### config.mk
export PLATFORM = sky130hd
export DESIGN_NAME = ps2_mouse_cursor_tracker_top
export DESIGN_NICKNAME = d
export VERILOG_FILES = /design/src/pmct_pkg.sv /design/src/pmct_cfg_regs.sv /design/src/pmct_in_stage.sv /design/src/pmct_core.sv /design/src/pmct_out_reg.sv /design/src/ps2_mouse_cursor_tracker_top.sv
export SDC_FILE = /design/constraint.sdc
export NUM_CORES = 1
export LEC_CHECK = 0
export BUFFER_PORTS_ARGS = -buffer_cell sky130_fd_sc_hd__buf_2
export CORE_MARGIN = 5
export CORE_UTILIZATION = 40
export CTS_BUF_LIST = sky130_fd_sc_hd__clkbuf_8 sky130_fd_sc_hd__clkbuf_16
export DETAILED_ROUTE_END_ITERATION = 8
export SLEW_MARGIN = 20
export SYNTH_ARGS = -nofsm -noshare
export SYNTH_HDL_FRONTEND = slang
export SYNTH_HIERARCHICAL = 1
export SYNTH_SLANG_ARGS = --single-unit
### constraint.sdc
create_clock -name clk -period 11 [get_ports clk]
set_input_delay 1.1 -clock clk [delete_from_list [all_inputs] [get_ports clk]]
set_output_delay 1.1 -clock clk [all_outputs]
set_load 0.05 [all_outputs]
### src/pmct_pkg.sv
`timescale 1ns / 1ps
// ----------------------------------------------------------------------------
// pmct_pkg
// Shared types, constants and decode helpers for the PS/2 cursor tracker.
// ----------------------------------------------------------------------------
package pmct_pkg;

  localparam int BYTE_W    = 8;
  localparam int POS_W     = 12;
  localparam int SIZE_W    = 13;
  localparam int CFG_IDX_W = 2;
  localparam int DELTA_W   = 10;
  localparam int SUM_W     = 14;

  // Bit positions within packet byte 0
  localparam int BTN_LEFT_BIT   = 0;
  localparam int BTN_MIDDLE_BIT = 1;
  localparam int BTN_RIGHT_BIT  = 2;
  localparam int SYNC_BIT       = 3;
  localparam int X_SIGN_BIT     = 4;
  localparam int Y_SIGN_BIT     = 5;
  localparam int X_OVF_BIT      = 6;
  localparam int Y_OVF_BIT      = 7;

  localparam logic signed [DELTA_W-1:0] OVF_EXTRA = 10'sd255;
  localparam logic [SIZE_W-1:0] X_MARGIN     = 13'd8;
  localparam logic [SIZE_W-1:0] Y_MARGIN     = 13'd16;
  localparam logic [SIZE_W-1:0] WIDTH_RESET  = 13'd640;
  localparam logic [SIZE_W-1:0] HEIGHT_RESET = 13'd480;
  localparam logic [POS_W-1:0]  POS_RESET    = 12'd10;
  localparam logic [POS_W-1:0]  POS_MAX      = 12'hFFF;

  typedef enum logic [CFG_IDX_W-1:0] {
    CFG_SCREEN_WIDTH  = 2'd0,
    CFG_SCREEN_HEIGHT = 2'd1
  } cfg_reg_t;

  typedef enum logic [1:0] {
    PH_STATUS = 2'd0,
    PH_XDELTA = 2'd1,
    PH_YDELTA = 2'd2
  } phase_t;

  typedef struct packed {
    logic              valid;
    logic [BYTE_W-1:0] data;
  } rx_word_t;

  typedef struct packed {
    logic [POS_W-1:0] cursor_x;
    logic [POS_W-1:0] cursor_y;
    logic             left_pressed;
    logic             middle_pressed;
    logic             right_pressed;
  } result_t;

  typedef struct packed {
    logic    load;
    result_t result;
  } result_word_t;

  // 9-bit two's complement delta, extended by 255 toward the sign on overflow
  function automatic logic signed [DELTA_W-1:0] decode_delta(
      input logic [BYTE_W-1:0] b, input logic neg, input logic ovf);
    logic signed [DELTA_W-1:0] d;
    d = $signed({neg, neg, b});
    if (ovf) begin
      d = neg ? (d - OVF_EXTRA) : (d + OVF_EXTRA);
    end
    return d;
  endfunction

  // size - margin, floored at 0 and saturated to the position range
  function automatic logic [POS_W-1:0] upper_limit(
      input logic [SIZE_W-1:0] size, input logic [SIZE_W-1:0] margin);
    logic [SIZE_W-1:0] diff;
    diff = size - margin;
    if (size < margin) begin
      return '0;
    end else if (diff[SIZE_W-1]) begin
      return POS_MAX;
    end
    return diff[POS_W-1:0];
  endfunction

  function automatic logic [POS_W-1:0] clamp_pos(
      input logic signed [SUM_W-1:0] p, input logic [POS_W-1:0] lim);
    if (p < 0) begin
      return '0;
    end else if (p > $signed({2'b00, lim})) begin
      return lim;
    end
    return p[POS_W-1:0];
  endfunction

endpackage

### src/pmct_cfg_regs.sv
`timescale 1ns / 1ps
// ----------------------------------------------------------------------------
// pmct_cfg_regs
// Screen size registers, written through the plain configuration port.
// ----------------------------------------------------------------------------
module pmct_cfg_regs (
  input  logic                            clk,
  input  logic                            rst,
  input  logic                            cfg_write,
  input  logic [pmct_pkg::CFG_IDX_W-1:0]  cfg_index,
  input  logic [pmct_pkg::SIZE_W-1:0]     cfg_data,
  output logic [pmct_pkg::SIZE_W-1:0]     screen_width,
  output logic [pmct_pkg::SIZE_W-1:0]     screen_height
);
  import pmct_pkg::*;

  always_ff @(posedge clk) begin
    if (rst) begin
      screen_width  <= WIDTH_RESET;
      screen_height <= HEIGHT_RESET;
    end else if (cfg_write) begin
      // unknown indexes fall through and change nothing
      if (cfg_index == CFG_SCREEN_WIDTH) begin
        screen_width <= cfg_data;
      end
      if (cfg_index == CFG_SCREEN_HEIGHT) begin
        screen_height <= cfg_data;
      end
    end
  end

endmodule

### src/pmct_in_stage.sv
`timescale 1ns / 1ps
// ----------------------------------------------------------------------------
// pmct_in_stage
// Input register for received bytes; refills in the cycle it drains.
// ----------------------------------------------------------------------------
module pmct_in_stage (
  input  logic                         clk,
  input  logic                         rst,
  input  logic                         in_valid,
  output logic                         in_stall,
  input  logic [pmct_pkg::BYTE_W-1:0]  rx_byte,
  input  logic                         advance,
  output pmct_pkg::rx_word_t           word
);
  import pmct_pkg::*;

  logic              held_valid;
  logic              held_valid_next;
  logic [BYTE_W-1:0] held_byte;
  logic              accept;

  assign in_stall = held_valid && !advance;
  assign accept   = in_valid && !in_stall;

  always_comb begin
    held_valid_next = held_valid;
    if (accept) begin
      held_valid_next = 1'b1;
    end else if (advance) begin
      held_valid_next = 1'b0;
    end
  end

  always_ff @(posedge clk) begin
    if (rst) begin
      held_valid <= 1'b0;
    end else begin
      held_valid <= held_valid_next;
    end
  end

  always_ff @(posedge clk) begin
    if (accept) begin
      held_byte <= rx_byte;
    end
  end

  assign word.valid = held_valid;
  assign word.data  = held_byte;

endmodule

### src/pmct_core.sv
`timescale 1ns / 1ps
// ----------------------------------------------------------------------------
// pmct_core
// Packet framing, delta decode and clamped cursor update.
// ----------------------------------------------------------------------------
module pmct_core (
  input  logic                         clk,
  input  logic                         rst,
  input  pmct_pkg::rx_word_t           word,
  input  logic                         slot_free,
  input  logic [pmct_pkg::SIZE_W-1:0]  screen_width,
  input  logic [pmct_pkg::SIZE_W-1:0]  screen_height,
  output logic                         advance,
  output pmct_pkg::result_word_t       res
);
  import pmct_pkg::*;

  phase_t                    phase;
  phase_t                    phase_next;
  logic [BYTE_W-1:0]         status_byte;
  logic [BYTE_W-1:0]         x_delta_byte;
  logic [POS_W-1:0]          pos_x;
  logic [POS_W-1:0]          pos_y;
  logic [POS_W-1:0]          pos_x_next;
  logic [POS_W-1:0]          pos_y_next;
  logic signed [DELTA_W-1:0] dx;
  logic signed [DELTA_W-1:0] dy;
  logic signed [SUM_W-1:0]   nx;
  logic signed [SUM_W-1:0]   ny;
  logic                      emits;

  // Third byte closes a packet; hold it only when the result slot is busy
  assign advance = word.valid && (!emits || slot_free);

  // Next state
  always_comb begin
    phase_next = phase;
    unique case (phase)
      PH_XDELTA: phase_next = PH_YDELTA;
      PH_YDELTA: phase_next = PH_STATUS;
      default:   phase_next = word.data[SYNC_BIT] ? PH_XDELTA : PH_STATUS;
    endcase
  end

  // Outputs
  always_comb begin
    emits = 1'b0;
    unique case (phase)
      PH_YDELTA: emits = 1'b1;
      default:   emits = 1'b0;
    endcase
  end

  always_comb begin
    dx = decode_delta(x_delta_byte, status_byte[X_SIGN_BIT], status_byte[X_OVF_BIT]);
    dy = decode_delta(word.data, status_byte[Y_SIGN_BIT], status_byte[Y_OVF_BIT]);
    nx = $signed({2'b00, pos_x}) + $signed({{(SUM_W-DELTA_W){dx[DELTA_W-1]}}, dx});
    // screen y grows downward
    ny = $signed({2'b00, pos_y}) - $signed({{(SUM_W-DELTA_W){dy[DELTA_W-1]}}, dy});
    pos_x_next = clamp_pos(nx, upper_limit(screen_width, X_MARGIN));
    pos_y_next = clamp_pos(ny, upper_limit(screen_height, Y_MARGIN));
  end

  always_ff @(posedge clk) begin
    if (rst) begin
      phase        <= PH_STATUS;
      status_byte  <= '0;
      x_delta_byte <= '0;
      pos_x        <= POS_RESET;
      pos_y        <= POS_RESET;
    end else if (advance) begin
      phase <= phase_next;
      if (phase == PH_XDELTA) begin
        x_delta_byte <= word.data;
      end else if (phase == PH_YDELTA) begin
        pos_x <= pos_x_next;
        pos_y <= pos_y_next;
      end else if (word.data[SYNC_BIT]) begin
        status_byte <= word.data;
      end
    end
  end

  assign res.load                  = advance && emits;
  assign res.result.cursor_x       = pos_x_next;
  assign res.result.cursor_y       = pos_y_next;
  assign res.result.left_pressed   = status_byte[BTN_LEFT_BIT];
  assign res.result.middle_pressed = status_byte[BTN_MIDDLE_BIT];
  assign res.result.right_pressed  = status_byte[BTN_RIGHT_BIT];

endmodule

### src/pmct_out_reg.sv
`timescale 1ns / 1ps
// ----------------------------------------------------------------------------
// pmct_out_reg
// Result register holding one word until the downstream side takes it.
// ----------------------------------------------------------------------------
module pmct_out_reg (
  input  logic                    clk,
  input  logic                    rst,
  input  pmct_pkg::result_word_t  res,
  output logic                    slot_free,
  output logic                    out_valid,
  input  logic                    out_stall,
  output pmct_pkg::result_t       result
);
  import pmct_pkg::*;

  logic    held_valid;
  logic    held_valid_next;
  result_t held;

  assign slot_free = !held_valid || !out_stall;

  always_comb begin
    held_valid_next = held_valid;
    if (res.load) begin
      held_valid_next = 1'b1;
    end else if (!out_stall) begin
      held_valid_next = 1'b0;
    end
  end

  always_ff @(posedge clk) begin
    if (rst) begin
      held_valid <= 1'b0;
    end else begin
      held_valid <= held_valid_next;
    end
  end

  always_ff @(posedge clk) begin
    if (res.load) begin
      held <= res.result;
    end
  end

  assign out_valid = held_valid;
  assign result    = held;

endmodule

### src/ps2_mouse_cursor_tracker_top.sv
`timescale 1ns / 1ps
// ----------------------------------------------------------------------------
// ps2_mouse_cursor_tracker_top
// Frames PS/2 mouse bytes into packets and tracks a clamped cursor position.
// ----------------------------------------------------------------------------
// Output path: a packet's third byte passes the input register, then loads
//   the result register, which raises out_valid and holds it until taken.
// Throughput: one byte per cycle unless a result word is blocked, set by the
//   single input register feeding decode/clamp; three bytes yield one word.
// Reset: synchronous; cursor returns to (10, 10), screen size to 640 x 480,
//   framing waits for a first byte with bit 3 set.
module ps2_mouse_cursor_tracker_top (
  input  logic                            clk,
  input  logic                            rst,
  input  logic                            in_valid,
  output logic                            in_stall,
  input  logic [pmct_pkg::BYTE_W-1:0]     rx_byte,
  output logic                            out_valid,
  input  logic                            out_stall,
  output logic [pmct_pkg::POS_W-1:0]      cursor_x,
  output logic [pmct_pkg::POS_W-1:0]      cursor_y,
  output logic                            left_pressed,
  output logic                            middle_pressed,
  output logic                            right_pressed,
  input  logic                            cfg_write,
  input  logic [pmct_pkg::CFG_IDX_W-1:0]  cfg_index,
  input  logic [pmct_pkg::SIZE_W-1:0]     cfg_data
);
  import pmct_pkg::*;

  logic [SIZE_W-1:0] screen_width;
  logic [SIZE_W-1:0] screen_height;
  rx_word_t          word;
  result_word_t      res;
  result_t           result;
  logic              advance;
  logic              slot_free;

  pmct_cfg_regs u_cfg (
    .clk           (clk),
    .rst           (rst),
    .cfg_write     (cfg_write),
    .cfg_index     (cfg_index),
    .cfg_data      (cfg_data),
    .screen_width  (screen_width),
    .screen_height (screen_height)
  );

  pmct_in_stage u_in (
    .clk      (clk),
    .rst      (rst),
    .in_valid (in_valid),
    .in_stall (in_stall),
    .rx_byte  (rx_byte),
    .advance  (advance),
    .word     (word)
  );

  pmct_core u_core (
    .clk           (clk),
    .rst           (rst),
    .word          (word),
    .slot_free     (slot_free),
    .screen_width  (screen_width),
    .screen_height (screen_height),
    .advance       (advance),
    .res           (res)
  );

  pmct_out_reg u_out (
    .clk       (clk),
    .rst       (rst),
    .res       (res),
    .slot_free (slot_free),
    .out_valid (out_valid),
    .out_stall (out_stall),
    .result    (result)
  );

  assign cursor_x       = result.cursor_x;
  assign cursor_y       = result.cursor_y;
  assign left_pressed   = result.left_pressed;
  assign middle_pressed = result.middle_pressed;
  assign right_pressed  = result.right_pressed;

endmodule

-- Yosys cells after proc, flatten, opt, wreduce, memory -nomap -nowiden
Index checks and enable logic that the tools add are counted.
Widths: inputs -> output; s select.
- bits in registers: 105
- $add $sub $neg: 8
- magnitude comparators: 6
- equality and inequality tests: 4
- multiplexer cells: 31
- bitwise gates (word level): 2
- reduce and logical (&&, ||, !) cells: 18
- operators by type and width (operator ; count):
    $mux 12 ; 12
    $mux 10 ; 4
    $gt 14x13->1 ; 2
    $lt 14x1->1 const B ; 2
    $add 9x9->10 const B ; 2
    $sub 9x9->10 const B ; 2
    $add 13x10->14 ; 1
    $mux 1 ; 14
    $sub 13x10->14 ; 1
    $lt 13x4->1 const B ; 1
    $lt 13x5->1 const B ; 1
    $sub 13x4->13 const B ; 1
    $sub 13x5->13 const B ; 1
    $reduce_and 2->1 ; 3
    $logic_not 1->1 ; 5
    $eq 2x1->1 const B ; 2
    $logic_and 1x1->1 ; 4
    $pmux 2 s2 ; 1
    $reduce_and 4->1 ; 1
    $reduce_and 3->1 ; 1
    $eq 2x2->1 const B ; 1
    $logic_not 2->1 ; 1
    $logic_or 1x1->1 ; 2
    $ne 2x1->1 const B ; 1
    other kinds (2) ; 3

-- Logic depth before layout (Yosys ltp)
- depth after elaboration: 10
- depth in mapped cells: 25

-- Cells and area by module
Netlist, hierarchy kept.
- modules (own cells, without submodules) (module ; instances ; cells an instance ; area each (um2) ; seq. area each (um2)):
    pmct_core ; 1 ; 670 ; 5208.7 ; 820.8
    pmct_cfg_regs ; 1 ; 106 ; 1099.8 ; 520.5
    pmct_out_reg ; 1 ; 31 ; 843.3 ; 830.8
    pmct_in_stage ; 1 ; 13 ; 297.8 ; 260.2

-- Least setup slack after synthesis
No wires, ideal clock.
- path kind: reg-to-reg
- start point: register u_core.status_byte[4]
- end point: register u_out.held (netlist bit u_out/result[19]) (data pin)
- library setup time: 0.259 ns
- data arrival time: 5.303 ns
- path slack: 5.438 ns
- cell stages (with the launch flop): 25
- path buffers: 1
- period minus slack after synthesis: 5.562 ns
- cells stage by stage: dfxtp_1 inv_1 fa_1 a21o_1 a21oi_1 o21bai_1 a21oi_1 xnor2_1 mux2_2 ha_1 a21oi_1 nand2_1 o211a_1 o21a_1 or3_1 and2_1 ha_1 nand4_2 or4_4 o31ai_2 o21ai_2 o211a_1 buf_4 o21bai_1 nand2_1
- RTL lines (item ; RTL line ; text):
    from (decl) ; pmct_core.sv:20 ; logic [BYTE_W-1:0] status_byte;
    from (signal assigned) ; pmct_core.sv:79 ; status_byte <= word.data;
    to (signal assigned) ; pmct_out_reg.sv:42 ; held <= res.result;
    to (decl) ; pmct_out_reg.sv:19 ; result_t held;

-- Worst setup path after layout
- start point: register u_core.status_byte[4]
- end point: register u_core.pos_x[2]
- longest elaborated chain between the ends: 8
- elaborated cells on any way between the ends: 11
- those cells by class: 3 x add/sub; 2 x order compare; 6 x mux
- RTL lines (item ; RTL line ; text):
    $add 9x9->10 / $sub 9x9->10 (equally long branches) ; pmct_pkg.sv:68 ; d = neg ? (d - OVF_EXTRA) : (d + OVF_EXTRA);
    $mux 10 ; pmct_pkg.sv:68 ;
    $mux 10 (*) ; pmct_pkg.sv:67 ; if (ovf) begin
    $add 13x10->14 (*) ; pmct_core.sv:57 ; nx = $signed({2'b00, pos_x}) + $signed({{(SUM_W-DELTA_W){dx[DELTA_W-1]}}, dx});
    $gt 14x13->1 ; pmct_pkg.sv:90 ; end else if (p > $signed({2'b00, lim})) begin
    $mux 1 ; pmct_pkg.sv:90 ;
    $mux 1 ; pmct_pkg.sv:88 ; if (p < 0) begin
    $mux 12 (*) ; pmct_pkg.sv:93 ; return p[POS_W-1:0];
    to (signal assigned) ; pmct_core.sv:76 ; pos_x <= pos_x_next;
    to (decl) ; pmct_core.sv:22 ; logic [POS_W-1:0] pos_x;
Every way passes the cells marked *; elsewhere a longest branch is shown, timed or not.
A chain may end at the register's enable or synchronous reset.

==> summary by stage <==
STA
Hold timing on the final database bottoms out at a slack of 0.431 ns. The total negative slack is 0 ns. The shortest clock period the worst path allows after layout is 6.54 ns. The measured slew at the worst slew-check pin is 1.11 ns.

The count of final hold-check violations is 0. The max-slew violation count is 0. The count of endpoints failing setup in the final report is 0.

Between clock sinks in the finished design, the worst skew comes to 0.0140 ns. Setup repair after global routing left no endpoint under its margin. The final clock period utilization by the worst path is 59.5%. The highest clock rate is 153 MHz. The worst pin sits at a relative slew slack of 25.6%.

CTS
In this run the deepest clock path goes through 2 buffers. The number of gates resized after CTS was 0. The clock slew at the register clock pins of the worst setup and hold paths is 0.08 ns. TritonCTS built the clock tree. The setup fix buffers added after clock tree synthesis is 0. The clock network latency to the later pin of the worst-skew pair is 0.36 ns.

The root buffer cell is clkbuf_16. The clock drives 104 sinks. The number of H-tree branching levels is 3. The total clock buffers created by CTS is 9.

Buffers inserted to repair hold after CTS numbered 0.

Status
The run finished with clean final reports.

Synth
After technology mapping, the gate count stands at 820. After synthesis, the most frequently instantiated cells are nor2_1 (83), ha_1 (70), dfxtp_1 (69). The most frequently used cell type in the post-synthesis netlist is nor2_1.

After synthesis the netlist holds a flip-flop and latch count of 104. The part of the Yosys area used for sequential elements is 32.7%. Counting every net in the synthesized netlist gives 922. For this run, asynchronously set or reset flops after synthesis account for 0%. The cell accounting for the most synthesized area is dfxtp_1. The count of yosys warnings during synthesis is 6. The portion of synthesized cell area occupied by the leading cell type is 18.5%. In this run the cell area of the synthesized design comes to 7450 µm². The most common flop cell mapped by yosys is dfxtp_1. In the post-synthesis netlist, the biggest area contributors are dfxtp_1 (19%), edfxtp_1 (14%), ha_1 (12%).

The netlist uses 71 different library cells. The mean area per synthesized cell is 9.08 µm². The number of flops mapped to enable cells by yosys is 35.

Routing
For this block, the routed nets add up to 17.8 mm of wire. The number of detailed-route iterations in the first pass is 5. The final route contains 5870 vias. The post-detailed-route count of antenna-violating nets is 0. After detailed routing, the average wire length per cell comes to 16.2 µm. The number of DRC markers in iteration 0 is 298. The residual DRC count is 0.

The mean number of vias per cell is 5.36.

Global route
The first global-routing pass estimated 29.5 mm of wire. The pin count of the biggest net entering global routing is 85. The initial antenna violation count is 0.

The global-route congestion overflow total is 0. Global routing consumed, over all layers together, 16.9% of the routing resources. The number of global-route vias before repair came to 5712.

Die
The die is 146 µm tall. The floorplan die width is 146 µm. The floorplan has 50 rows. The effective utilization at floorplan is 40.2%.

The die covers 21500 µm². The number of I/O pins is 57. The placeable core region is 18500 µm².

Min path
The path class of the tightest hold or removal check is reg -> reg. The worst hold path passes through 0 cells.

Power and ir drop
The total leakage power is 3.51 nW. The post-layout total power is 0.933 mW. The total power divided by cell area is 114 nW/µm². IR analysis of the VDD net gives a maximum drop of 0.0737 mV.

Setup path
The critical path is of the reg -> reg type. The number of cells on the worst reg-to-reg path is 23. The biggest fanout along the worst timing path is 14. The worst path required time is 11.28 ns. The worst setup path is captured at a register. The type of origin of the critical path is a register. Data arrives at the worst endpoint at 6.82 ns.

Cells and area
In the final layout, flip-flops and latches occupy 2430 µm². The number of nets in the final layout is 958. The post-route netlist has 13.0% of its cells at a drive strength greater than 1.

The signed area change from the synthesized netlist to the final layout is 9.72%. The multi-input combinational cells in the finished layout cover a total of 4680 µm². The number of filler cells placed in the layout is 1881.

0 antenna diodes ended up in the layout.

Placed design
The final weighted congestion of routability-driven global placement is 0.854. The total of buffers placed on input and output ports is 56. The placed wire-length estimate is 13.3 mm.

Run
Across the run, the number of max-cap violations was 0.
==> cells by family (layout without fill, tap and decap cells) <==
group	Yosys count	after routing	synth area share (%)
and+or+nand+nor	269	269	18.5
buffers and inverters	78	119	4.65
xor gates and xnor gates	41	41	4.82
adders and majority gates	74	74	12.8
AOI/OAI and AO/OA	198	198	18.9
DFF	104	104	32.7
muxes	56	56	7.69
==> layout by cell type, fill, tap and decap left out, types with 4 or more instances in the layout <==
cell type | netlist | layout
a211oi_1 | 5 | 5
a21o_1 | 9 | 9
a21oi_1 | 36 | 36
a311oi_1 | 9 | 9
a31oi_1 | 6 | 6
and2_1 | 6 | 6
and3_1 | 6 | 6
buf_2 | 4 | 56
clkbuf_16 | 0 | 9
dfxtp_1 | 69 | 69
edfxtp_1 | 35 | 35
fa_1 | 4 | 4
ha_1 | 70 | 70
inv_1 | 44 | 44
mux2_2 | 6 | 6
mux2i_1 | 49 | 49
nand2_1 | 58 | 58
nand2b_1 | 39 | 39
nand3_1 | 26 | 26
nand4_1 | 7 | 7
nor2_1 | 83 | 82
nor2b_1 | 6 | 6
nor3_1 | 12 | 11
nor4_1 | 4 | 4
o2111ai_1 | 4 | 4
o211ai_1 | 7 | 7
o211ai_2 | 4 | 4
o21a_1 | 10 | 10
o21ai_0 | 35 | 35
o21ai_1 | 9 | 9
o21ai_2 | 4 | 4
o21bai_1 | 25 | 25
or3_1 | 4 | 4
xnor2_1 | 25 | 25
xor2_1 | 16 | 16
==> worst paths after layout <==
check | slack, ns | end | from
setup / recovery | 4.46 | u_core/pos_x[2]$_SDFFE_PP0P_ | u_core/status_byte[4]$_SDFFE_PP0P_
hold reg to reg | 0.43 | u_out/result[0]$_DFFE_PP_ | u_core/status_byte[2]$_SDFFE_PP0P_
setup reg to reg | 4.46 | u_core/pos_x[2]$_SDFFE_PP0P_ | u_core/status_byte[4]$_SDFFE_PP0P_
hold / removal | 0.43 | u_out/result[0]$_DFFE_PP_ | u_core/status_byte[2]$_SDFFE_PP0P_
==> power by group <==
part	switching, mW	internal [mW]	total (mW)
clock	0.154	0.177	0.331
sequential	0.0106	0.407	0.417
combinational	0.112	0.0736	0.185
total	0.276	0.657	0.933
==> critical path, cell delays in order, from the launching register on <==
cell      delay [ns]
dfxtp_1         0.61
inv_1           0.28
fa_1            0.46
a21o_1          0.19
a21oi_1         0.22
o21bai_1        0.09
a21oi_1         0.22
xnor2_1         0.08
mux2_2          0.27
ha_1            0.24
a21oi_1         0.21
nand2_1         0.09
o211a_1         0.22
o21a_1          0.17
or3_1           0.36
and2_1          0.19
ha_1            0.32
nand4_2         0.13
or4_4           0.56
o31ai_2         0.09
o21ai_2         0.16
nor4b_4         0.77
o21ai_0         0.25
a311oi_1        0.28
==> registers in the layout, summed over array words and instances, names as in the netlist <==
register / cells
u_in/held_valid: 1
u_core/pos_x: 12
u_core/phase: 2
u_out/out_valid: 1
u_core/x_delta_byte: 8
u_core/status_byte: 7
u_in/held_byte: 8
u_cfg/screen_height: 13
u_out/result: 27
u_cfg/screen_width: 13
u_core/pos_y: 12
==> through the flow <==
step                      instances  instance area, µm²  utilization [%]  worst slack, ns
after floorplan                 820                7450                -             5.44
after global placement         1079                7880             42.5             4.64
after detailed placement       1079                7880             42.5             4.51
after CTS                      1095                8170             44.1             4.46
after global routing           1095                8170             44.1             3.91
final                          1095                8170             44.1             4.46
==> routing by layer <==
layer / track usage (%) / vias to the layer above / routed length, µm
li1: - / 3030 / -
met4: 4.47 / 0 / 237
met3: 3.07 / 17 / 682
met2: 25.7 / 105 / 7680
met1: 24.6 / 2718 / 9180
met5: 0 / - / 0
==> layout make-up <==
| cell class | instances | share of cell area (%) |
|---|---|---|
| Clock buffer | 9 | 2.76 |
| Clock inverter | 7 | 0.888 |
| Sequential cell | 104 | 29.8 |
| Multi-Input combinational cell | 638 | 57.3 |
| Tap cell | 234 | 3.58 |
| Inverter | 44 | 2.02 |
| Timing Repair Buffer | 59 | 3.70 |
No activity file was read; power rests on OpenSTA's default activity.
